--- config.mk ---
export PLATFORM = sky130hd
export DESIGN_NAME = klu_queue
export DESIGN_NICKNAME = d
export VERILOG_FILES = /design/src/sv/kernel_line_upsampler_defines.svh /design/src/sv/klu_queue.sv
export SDC_FILE = /design/constraint.sdc
export NUM_CORES = 1
export LEC_CHECK = 0
export BUFFER_PORTS_ARGS = -buffer_cell sky130_fd_sc_hd__buf_2
export CAP_MARGIN = 20
export CORE_AREA = 2 2 46 48
export CTS_BUF_LIST = sky130_fd_sc_hd__clkbuf_16
export DETAILED_ROUTE_END_ITERATION = 8
export DIE_AREA = 0 0 48 50
export PLACE_DENSITY = 0.69
export SLEW_MARGIN = 40
export SYNTH_ARGS = -nofsm -noshare
export SYNTH_HDL_FRONTEND = slang
export SYNTH_SLANG_ARGS = --single-unit
--- constraint.sdc ---
create_clock -name clk -period 1.4 [get_ports clk]
set_clock_uncertainty 0.2 [all_clocks]
set_input_delay 0.14 -clock clk [delete_from_list [all_inputs] [get_ports clk]]
set_output_delay 0.14 -clock clk [all_outputs]
set_load 0.005 [all_outputs]
--- src/sv/kernel_line_upsampler_defines.svh ---
// Assertion macros used by the line upsampler top level.
`ifndef KERNEL_LINE_UPSAMPLER_DEFINES_SVH
`define KERNEL_LINE_UPSAMPLER_DEFINES_SVH

// A condition that must hold at every clock edge out of reset.
`define KLU_ASSERT_ALWAYS(lbl, expr, msg) \
    lbl: assert property (@(posedge clk) disable iff (!rst_n) (expr)) else $error(msg);

// A condition that must hold in the cycle after a trigger.
`define KLU_ASSERT_NEXT(lbl, trig, expr, msg) \
    lbl: assert property (@(posedge clk) disable iff (!rst_n) (trig) |=> (expr)) else $error(msg);

`endif

--- src/sv/klu_queue.sv ---
// Two-entry command queue between the front and back parts.
module klu_queue #(
    parameter int DW = 8
) (
    input  logic          clk,
    input  logic          rst_n,
    input  logic          push,
    input  logic [DW-1:0] push_data,
    output logic          can_push,
    input  logic          pop,
    output logic          has_data,
    output logic [DW-1:0] head
);

    logic [DW-1:0] mem_reg [2];
    logic          wr_ptr_reg;
    logic          rd_ptr_reg;
    logic [1:0]    count_reg;

    assign can_push = (count_reg != 2'd2);
    assign has_data = (count_reg != 2'd0);
    assign head     = mem_reg[rd_ptr_reg];

    always_ff @(posedge clk)
    begin
        if (push)
        begin
            mem_reg[wr_ptr_reg] <= push_data;
        end
    end

    always_ff @(posedge clk or negedge rst_n)
    begin
        if (!rst_n)
        begin
            wr_ptr_reg <= 1'b0;
            rd_ptr_reg <= 1'b0;
            count_reg  <= 2'd0;
        end
        else
        begin
            if (push)
            begin
                wr_ptr_reg <= ~wr_ptr_reg;
            end
            if (pop)
            begin
                rd_ptr_reg <= ~rd_ptr_reg;
            end
            if (push && !pop)
            begin
                count_reg <= count_reg + 2'd1;
            end
            else if (pop && !push)
            begin
                count_reg <= count_reg - 2'd1;
            end
        end
    end

endmodule

* After elaboration in Yosys (flattened, before gate mapping)
Memories as Yosys holds them, arrays and structs flattened.
Cells that the tools add are included.
** Storage, ports and cells
- Flip-flop bits (word level) :: 4
- Bits in latches :: 0
- Memory bits (writable) :: 16
- ROM bits :: 0
- Input bits :: 12
- Output and inout bits :: 10
- Word-level logic and storage cells :: 19
- Memories kept :: 1
** Memories
- mem_reg :: depth 2, bits a word 8, read ports 1, clocked after Yosys merged registers in 0, wr ports 1, line klu_queue.sv:15 : logic [DW-1:0] mem_reg [2];
** Cells by class
- Add/subtract/negate cells :: 2
- $mul :: 0
- Divide/modulo/power cells :: 0
- $lt $le $gt $ge :: 0
- Equal/unequal tests :: 1
- Shift operators :: 0
- Mux-type cells :: 4
- Bitwise logic cells :: 2
- Reductions and logical operators :: 6
** Operators with widths (number)
- 2-bit 2-to-1 mux :: 2
- 2-bit nonzero test :: 2
- 2-bit by 1-bit adder with 2-bit output, second input constant :: 1
- 1-bit logical AND :: 2
- 1-bit zero test :: 2
- 1-bit 2-to-1 mux :: 2
- 2-bit inequality test, second input constant :: 1
- 1-bit NOT :: 2
- 2-bit by 1-bit subtractor with 2-bit output, second input constant :: 1

* Longest topological paths before layout
- Depth in word-level cells :: 4
- Mapped depth :: 5
- Mapped depth without buffers :: 5

* Worst setup path before layout
OpenSTA, ideal clock, no wires.
- Kind :: register to register
- Start point :: reg wr_ptr_reg
- End point :: mem mem_reg[0][0], enable pin
- Library setup time :: 0.373 ns
- Data arrival time :: 0.789 ns
- Required time :: 0.827 ns
- Path slack :: 0.038 ns
- Cell stages (with the launch flop) :: 2
- Path buffers :: 0
- Period minus slack after synthesis :: 1.362 ns
- Cells stage by stage :: dfrtp_1 nor2b_1
** RTL lines
- start, declared :: line klu_queue.sv:16 : logic wr_ptr_reg;
- start signal, assigned :: line klu_queue.sv:44 : wr_ptr_reg <= ~wr_ptr_reg;
- end, declared :: line klu_queue.sv:15
Straight into the memory's write port.

* Final worst setup path
- Start point :: reg rd_ptr_reg
- End point :: out head[7]
** Between the ends
- Word-level cells in the longest chain between the ends :: 1
** RTL lines
- start, declared :: line klu_queue.sv:17 : logic rd_ptr_reg;
- start signal, assigned :: line klu_queue.sv:48 : rd_ptr_reg <= ~rd_ptr_reg;
- memory 2 x 8 bit
- end, declared :: line klu_queue.sv:12 : output logic [DW-1:0] head
No other way between the ends.

==> reports/results.ini <==
[synth]
synth_seq_cells=20
synthFlopType=edfxtp_1
syn-cell-area_um2=801
synthArstFlopShare=0.200
netlist_instances=41
synth_top_family_by_area=multiplexers
synth.most_common_cell=edfxtp_1
synth.avg_cell_area_um2=19.5
synth_cell_types=13
synth_top_area_cell=edfxtp_1
synth_top_area_share=0.600
synthTopCellsByCount=edfxtp_1 (16), mux2_4 (8), dfrtp_1 (4), xor2_1 (4)
synth_edf_count=16
synthXorXnorAreaFrac=0.0547
synthMuxAreaShare=0.150
yosys_warnings=0
yosysSeqAreaShare=0.725
synth_compound_area_frac=0
synthSimpleGateAreaFrac=0.0359
synth.area.top_cells=edfxtp_1 (60%), mux2_4 (15%), dfrtp_1 (13%)
synthAdderAreaFrac=0.0156
syn_nets=54

[clock_tree]
cts-buffers-inserted=3
root_buffer=clkbuf_16
clkSinkCount=20
clk_pin_slew_ps=50
cts.path.max_buffers=2
cts_tree=done
h-tree-depth=1
insertion_delay_ps=240

[global_route]
antenna_found_initial=0
globalRouteOverflowTotal=0
grt_pass1_vias=469
grt_first_pass_wirelength_mm=1.97
grt_max_degree=12
grt_use_total=0.122

[sta]
hold_viol=0
tightest_slew_ps=370
relSlewSlack=0.753
rsz0062_at_grt=yes
finalSetupViolations=8
post-route-min-period_ps=1550
period_share=1.11
slew_viol_final=0
setup_slack_ps=-148
max_freq_mhz=646

[pwr]
p_per_area_nw_per_um2=1870
power_mw=2.26
ir_worst_vdd_mv=0.997
p_leak_nw=0.514

[routing]
routed_via_density=4.31
drtIter0Drc=6
drt_wl_total_mm=1.30
drtPass1Iterations=3
ant_nets=0
drcViolationCount=0
vias=461
routedWlPerCell_um=12.2

[setup_path]
critical_path_buf_inv_count=2
critPathCaptureType=output port
crit_start=rd_ptr_reg$_DFFE_PN0P_
crit_family=flip-flops
path_class=flop to output port
cp_max_fo=5
critPathMostFrequentCell=buf_6
cpMaxStageDelayCell=dfrtp_2
rrSetupSlack_ps=120
arrival_ps=1210
slowest_delay_ps=410
reg2reg_from=wr_ptr_reg$_DFFE_PN0P_
cp_cell_sequence=buf_6 > mux2_4 > buf_6
worstPathRequired_ps=1060
start_kind=flop

[flow_run]
cap_violations=0

[cells_and_area]
largest_reg_flops=16
fin_area_um2=1210
fill_cells=139
n_antenna_cell=0
nets=94
instances_no_fill=107
area.growth.synth_to_final_pct=50.6
drive_above_1_share=0.463

[placed_design]
io_buffers=21
gp_congestion=0.630
post-place-ws_ps=-63.5
placed_area_um2=936
place_inst=89

[outcome]
violations=negative setup slack
outcome=finished, violations left

[floorplanning]
dieArea_um2=2400
rows=16
initial_core_util=0.421
pin_count=22
coreArea_um2=1900
die_h_um=50
die_w_um=48

[worst_hold_path]
hp-class=primary input to async pin

stage by stage:
step / hold WS [ps] / setup TNS [ps] / util
after floorplan: -356 / 0 / -
after global placement: -249 / -357 / 0.492
after detailed placement: -246 / -463 / 0.492
after CTS: 29.7 / -1130 / 0.624
after global routing: 58.1 / -1360 / 0.634
final: 24.1 / -1130 / 0.634
final timing paths:
| kind | to | depth (start not counted) |
|---|---|---|
| hold reg to reg | count_reg[1]$_DFFE_PN0P_ | 1 |
| max in group asynchronous | rd_ptr_reg$_DFFE_PN0P_ | 2 |
| min in group clk | count_reg[0]$_DFFE_PN0P_ | 3 |
| setup reg to reg | mem_reg[1][2]$_DFFE_PP_ | 1 |
| setup / recovery | head[7] | 3 |
| hold / removal | count_reg[1]$_DFFE_PN0P_ | 2 |
logic make-up after synthesis:
family        after synthesis
flops                      20
mux                         8
xor+xnor                    5
simple gates                5
buf+inv                     2
fa+ha+maj                   1
metal layers:
metal,vias to the layer above,share of wire,global-route usage
li1,225,-,-
met1,222,0.37,0.133
met2,12,0.59,0.216
met3,2,0.031,0.0220
met4,0,0.010,0.0541
met5,-,0,0
layout by cell type, fill, tap and decap left out, drive strengths merged:
cell type    count
edfxtp          16
mux2             8
nor2b            1
xnor2            1
dfrtp            4
xor2             4
dlygate4sd3     11
ha               1
or2              1
nand2b           1
clkbuf           3
and2             1
nor2             1
inv              2
buf             25
power breakdown:
group,total (mW),switching (mW),internal (mW)
clock network,0.562,0.183,0.379
logic,0.808,0.283,0.525
registers,0.891,0.0765,0.814
total,2.26,0.543,1.72
layout make-up:
class                   instances  area, um2  share of cell area
repair buffers                 36        303               0.251
well taps                      27       33.8              0.0280
inverters                       1       3.75             0.00311
multi-input cells              19        205               0.170
clock buffers                   3       75.1              0.0622
flip-flops and latches         20        582               0.482
clock inverters                 1       3.75             0.00311
timing repair:
| item | 4_1_cts | 5_1_grt |
|---|---|---|
| setup endpoints to repair | 8 | 8 |
| gates resized for setup | 9 | 3 |
| endpoints found under the hold margin | 22 | 0 |
| hold buffers | 11 | 0 |
| buffers inserted | 3 | 0 |
Note: power is estimated with default switching activity, not from simulation.
