### config.mk
export PLATFORM = sky130hd
export DESIGN_NAME = klu_front
export DESIGN_NICKNAME = d
export VERILOG_FILES = /design/src/sv/kernel_line_upsampler_defines.svh /design/src/sv/klu_pkg.sv /design/src/sv/klu_front.sv
export SDC_FILE = /design/constraint.sdc
export NUM_CORES = 1
export LEC_CHECK = 0
export BUFFER_PORTS_ARGS = -buffer_cell sky130_fd_sc_hd__buf_2
export CAP_MARGIN = 5
export CORE_MARGIN = 2
export CORE_UTILIZATION = 40
export CTS_CLUSTER_DIAMETER = 100
export DETAILED_ROUTE_END_ITERATION = 16
export PLACE_DENSITY = 0.73
export SETUP_SLACK_MARGIN = 0.2
export SYNTH_ARGS = -nofsm -noshare
export SYNTH_HDL_FRONTEND = slang
export SYNTH_SLANG_ARGS = --single-unit
### constraint.sdc
create_clock -name clk -period 6.3 [get_ports clk]
set_input_delay 0.315 -clock clk [delete_from_list [all_inputs] [get_ports clk]]
set_output_delay 0.315 -clock clk [all_outputs]
set_load 0.03 [all_outputs]
### src/sv/kernel_line_upsampler_defines.svh
// Assertion macros used by the line upsampler top level.
`ifndef KERNEL_LINE_UPSAMPLER_DEFINES_SVH
`define KERNEL_LINE_UPSAMPLER_DEFINES_SVH

// A condition that must hold at every clock edge out of reset.
`define KLU_ASSERT_ALWAYS(lbl, expr, msg) \
    lbl: assert property (@(posedge clk) disable iff (!rst_n) (expr)) else $error(msg);

// A condition that must hold in the cycle after a trigger.
`define KLU_ASSERT_NEXT(lbl, trig, expr, msg) \
    lbl: assert property (@(posedge clk) disable iff (!rst_n) (trig) |=> (expr)) else $error(msg);

`endif

### src/sv/klu_pkg.sv
// Shared types, constants and register codes of the line upsampler.
package klu_pkg;

    localparam int WINDOW_TAPS     = 5;
    localparam int MAX_LINE_DEF    = 4096;
    localparam int MAX_FACTOR_DEF  = 16;
    localparam int MAX_RESULTS     = 64;

    localparam int PIX_W   = 16;
    localparam int F_W     = 5;
    localparam int KSEL_W  = 2;
    localparam int RECIP_W = 17;
    localparam int CIDX_W  = 2;
    localparam int W_W     = 18;

    // Register indexes of the configuration port.
    localparam logic [CIDX_W-1:0] REG_ZOOM  = 2'd0;
    localparam logic [CIDX_W-1:0] REG_KSEL  = 2'd1;
    localparam logic [CIDX_W-1:0] REG_RECIP = 2'd2;

    // Kernel codes.
    localparam logic [KSEL_W-1:0] KER_BOX   = 2'd0;
    localparam logic [KSEL_W-1:0] KER_TENT  = 2'd1;
    localparam logic [KSEL_W-1:0] KER_QUAD  = 2'd2;
    localparam logic [KSEL_W-1:0] KER_MITCH = 2'd3;

    // Mitchell (B=C=1/3) coefficients in Q14.
    localparam logic [15:0] MIT_K3A = 16'd19115;
    localparam logic [15:0] MIT_K0A = 16'd14564;
    localparam logic [15:0] MIT_K3B = 16'd6372;
    localparam logic [15:0] MIT_K1B = 16'd54613;
    localparam logic [15:0] MIT_K0B = 16'd29127;

    typedef struct packed {
        logic [PIX_W-1:0] sample;
        logic             last_sample;
    } in_word_t;

    typedef struct packed {
        logic [PIX_W-1:0] pixel;
        logic             last_of_run;
        logic             end_of_line;
    } out_word_t;

    // One kernel tap handed from the sequencer to the weight pipeline.
    typedef struct packed {
        logic              valid;
        logic              first;
        logic              last;
        logic signed [7:0] ofs;
        logic [PIX_W-1:0]  smp;
    } tap_t;

    typedef struct packed {
        logic idle;
        logic pipe_busy;
    } status_t;

endpackage

### src/sv/klu_front.sv
// Front part: accepts samples, tracks the line position and works out each step's target.
module klu_front #(
    parameter int MAX_LINE   = klu_pkg::MAX_LINE_DEF,
    parameter int MAX_FACTOR = klu_pkg::MAX_FACTOR_DEF
) (
    input  logic                 clk,
    input  logic                 rst_n,
    input  logic                 in_valid,
    output logic                 in_ready,
    input  klu_pkg::in_word_t    in_data,
    input  logic [klu_pkg::F_W-1:0] factor,
    output logic                 push,
    output logic [klu_pkg::PIX_W+2+$clog2(MAX_LINE)+$clog2(MAX_LINE*MAX_FACTOR+1)-1:0]
                                 push_data,
    input  logic                 can_push
);

    localparam int SEEN_W = $clog2(MAX_LINE);
    localparam int TGT_W  = $clog2(MAX_LINE * MAX_FACTOR + 1);

    logic [SEEN_W-1:0]           seen_reg;
    logic [SEEN_W-1:0]           seen_next;
    logic                        last;
    logic                        first;
    logic [TGT_W-1:0]            n_sel;
    logic [TGT_W+klu_pkg::F_W-1:0] prod;
    logic [TGT_W-1:0]            target;

    assign in_ready = can_push;
    assign push     = in_valid && can_push;

    always_comb
    begin
        first = (seen_reg == '0);
        last  = in_data.last_sample || (seen_reg == SEEN_W'(MAX_LINE - 1));
        if (last)
        begin
            n_sel = TGT_W'(seen_reg) + TGT_W'(1);
        end
        else if (first)
        begin
            n_sel = '0;
        end
        else
        begin
            n_sel = TGT_W'(seen_reg) - TGT_W'(1);
        end
        prod      = n_sel * factor;
        target    = prod[TGT_W-1:0];
        seen_next = last ? '0 : seen_reg + SEEN_W'(1);
    end

    assign push_data = {in_data.sample, first, last, seen_reg, target};

    always_ff @(posedge clk or negedge rst_n)
    begin
        if (!rst_n)
        begin
            seen_reg <= '0;
        end
        else if (push)
        begin
            seen_reg <= seen_next;
        end
    end

endmodule

# After elaboration in Yosys (flattened, before gate mapping)
# Index checks and enable logic that the tools add are counted.
classes:
  n_addsub: 3
  n_reduce_logical: 3
  mux: 3
  n_mul: 1
  eq_ne: 1
op_table:
  columns: ["op", "n"]
  rows:
  - ["2-to-1 mux 17 bit", 2]
  - ["multiplier 17 x 5 -> 17 bit", 1]
  - ["adder 12 x 1 -> 13 bit (second input constant)", 1]
  - ["subtractor 12 x 1 -> 13 bit (second input constant)", 1]
  - ["adder 12 x 1 -> 12 bit (second input constant)", 1]
  - ["== test 12 bit (second input constant)", 1]
  - ["logical NOT 12 bit", 1]
  - ["2-to-1 mux 12 bit", 1]
  - ["logical AND 1 bit", 1]
  - ["logical OR 1 bit", 1]
totals:
  wordCells: 12
  ff_bits: 12
  input_bits: 26

# Depth between registers and ports, before layout
logic_depth:
  ltp_word: 4
  ltp_mapped: 23
  depth_no_buf: 22

# Worst setup path after synthesis
# OpenSTA, ideal clock, no wires.
synth_timing:
  path_type: "register -> output"
  from: "register seen_reg[0]"
  to: "output push_data[16] (netlist name)"
  path_stages_with_launch: 23
  setup_slack_ps: 472
  arrival_time_ps: 5513
  t_required_ps: 5985
  cell_sequence: "dfrtp_1 clkbuf_1 inv_1 ha_1 nor3b_1 and4_1 buf_2 nor2_2 a221oi_1 a21oi_1 and2_1 fa_1 fa_1 inv_1 fa_1 inv_1 ha_1 nand2_1 o211ai_1 o211ai_1 o311ai_0 a21oi_1 xor2_1"
synth_lines:
  columns: ["element", "line_no", "source"]
  rows:
  - ["start, declared", "klu_front.sv:21", "logic [SEEN_W-1:0] seen_reg;"]
  - ["start signal, assigned", "klu_front.sv:63", "seen_reg <= seen_next;"]
  - ["end, declared", "klu_front.sv:14", "push_data,"]

==> qor.yml <==
status: "finished clean"
yosysUniqueCellTypes: 57
portBuffers: 42
arrival_ns: 5.59
postSynthRegisterBits: 12
cts_tree: "built"
ys_seq_area_share_pct: 9.06
irDropWorstVdd_v: 0.0000841
diodes: 0
end_kind: "output pin"
place_hpwl_mm: 6.08
drt_iter0_drc: 275
drive_gt1_share_pct: 22.2
yosys.area.top_type: "fa_1"
synth_edf_count: 0
cp-start-kind: "register"
overflow: 0
min_period_ns: 5.90
grt_pass1_vias: 2970
criticalPathCategory: "register to output pin"
rsz0062_at_grt: "true"
largest_register_ffs: 12
drv_cap: 0
yosysMostFrequentCell: "inv_1"
antenna_left: 0
holdCritPathClass: "primary input to asynchronous set/reset pin"
utilization_pct: 46.3
cts.reportedPaths.clkPinSlew_ns: 0.05
netlist_instances: 422
syn2layout_area_growth_pct: 13.6
clock-root-buffer: "clkbuf_8"
rrSetupSlack_ns: 4.13
tns_ns: 0
core_area_sq_um: 8130
synth_commonest_cells: "inv_1 (59), and2_1 (39), fa_1 (38), nand2_1 (38), nor2_1 (24)"
die_area_sq_um: 9030
finalHoldViolations: 0
cts_buffers: 3
htree_levels: 1
drt-pass1-iter-count: 5
multi_input_area_sq_um: 2710
wl_per_cell_microns: 13.9
via_per_inst: 5.44
finalCritPeriodShare_pct: 93.7
die_height_microns: 95.0
setup_viol: 0
grt_max_degree: 18
gp_congestion: 0.863
syn_avg_cell_area_sq_um: 7.85
slew_violations: 0
netlist.area_leader.share_pct: 23.0
synth_flop_cell: "dfrtp_1"
required_ns: 5.98
grt_pass1_wl_mm: 13.1
vias: 3025
clock_latency_ns: 0.24
max_freq_mhz: 169
cellLeakagePower_uw: 0.00190
netlist_area_sq_um: 3310
drc: 0
clock-sinks: 12
die_x_microns: 95.0
synthTopCellsByArea: "fa_1 (23%), dfrtp_1 (9.1%), ha_1 (7.9%), and2_1 (7.4%), inv_1 (6.7%)"
clock_path_buffers: 2
gr-usage-all-layers_pct: 17.6
crit_fanout: 11
tightest_slew_ns: 0.496
nets: 537
start_util_pct: 40.7
n_fill_cell: 794
num_rows: 33
ys_async_sr_fraction_pct: 100
skew_ns: 0.00128
pin_count: 75
drt_wl_total_mm: 7.71
regArea_sq_um: 304
antenna_found_initial: 0
power.density_nw_per_um2: 243
slew_headroom_pct: 66.8
ys_warn_count: 0
==> routing by layer <==
metal | up-vias | routed length, microns | GRT usage [%]
met1 | 1488 | 3260 | 23.2
met5 | - | 0 | 0
met3 | 10 | 427 | 2.13
met4 | 0 | 59 | 3.50
li1 | 1432 | - | -
met2 | 95 | 3970 | 31.3
==> cells by family (layout without fill, tap and decap cells) <==
logic type / count (synthesis) / in the layout / synth area share [%]
compound gates: 76 / 76 / 14.9
fa+ha+maj: 59 / 59 / 30.9
mux: 6 / 6 / 1.93
xor+xnor: 16 / 16 / 4.23
flops: 12 / 12 / 9.06
buf+inv: 96 / 121 / 13.7
other cells: 2 / 6 / 0.227
simple gates: 155 / 155 / 25.1
==> placed cells by master (no fill, tap or decap), drive strengths merged, types with 3 or more instances in the layout <==
cell    synthesis  routed
mux2i           3       3
and3           10      10
nand2b          3       3
xor2            7       7
or3             3       3
ha             21      21
a22oi           3       3
nand2          38      38
conb            2       6
nor2           26      26
dfrtp          12      12
buf            29      54
clkbuf          6       5
and2           39      39
a221oi          4       4
or4             4       4
a21o            5       5
nor3           16      16
xnor2           9       9
o21ai          23      23
fa             38      38
nand3           9       9
mux2            3       3
o31ai           4       4
inv            60      60
a31oi           3       3
and4            3       3
a21oi          18      18
==> report_power, final <==
group          internal [uW]  leakage [uW]  switching [uW]
Combinational            276       0.00171             464
Sequential              80.5      0.000161            6.69
Clock                   55.3     0.0000288            29.8
Total                    412       0.00190             500
==> critical path, stage by stage, from the launching register on <==
cell and delay, ns:
dfrtp_2 0.45, ha_4 0.20, and4_1 0.24, and3_4 0.19, nor2_4 0.17, inv_4 0.10, nor2_4 0.24, o21ai_0 0.15
a31oi_2 0.30, and2_1 0.20, fa_1 0.45, fa_1 0.54, inv_1 0.05, fa_1 0.52, inv_1 0.04, ha_1 0.35
a21oi_1 0.25, o21ai_0 0.15, a21oi_2 0.20, mux2i_1 0.21, o2111ai_1 0.13, buf_2 0.19
==> layout make-up <==
cell class,instances,area share (%)
Inverter,61,6.15
Tap cell,105,3.49
Multi-Input combinational cell,318,72.1
Sequential cell,12,8.08
Timing Repair Buffer,56,8.68
Clock buffer,4,1.46
==> timing repair <==
action	4_1_cts	5_1_grt
endpoints found under the setup margin	5	8
endpoints found under the hold margin	12	0
resized for setup	10	32
hold buffers	1	0
pin swaps	0	12
setup buffers	0	9
gates cloned	0	0
==> stage by stage <==
stage	instances	instance area (sq um)	worst slack [ns]	hold slack, ns	power, uW
3_5_place_dp	542	3480	0.256	0.206	782
2_1_floorplan	426	3330	0.472	0.0194	658
3_3_place_gp	542	3480	0.299	0.203	769
5_1_grt	556	3760	0.142	0.499	1010
4_1_cts	547	3570	0.227	0.484	875
6_report	556	3760	0.399	0.479	913
==> path summary, 6_finish.rpt <==
check,from,to,cells after the start
setup / recovery,seen_reg[1],push_data[15],21
hold / removal,rst_n,seen_reg[10],2
setup reg to reg,seen_reg[1],seen_reg[10],9
hold reg to reg,seen_reg[3],seen_reg[3],1
max in group asynchronous,rst_n,seen_reg[1],2
min in group clk,in_data[0],seen_reg[6],4
Note: power is estimated with default switching activity, not from simulation.
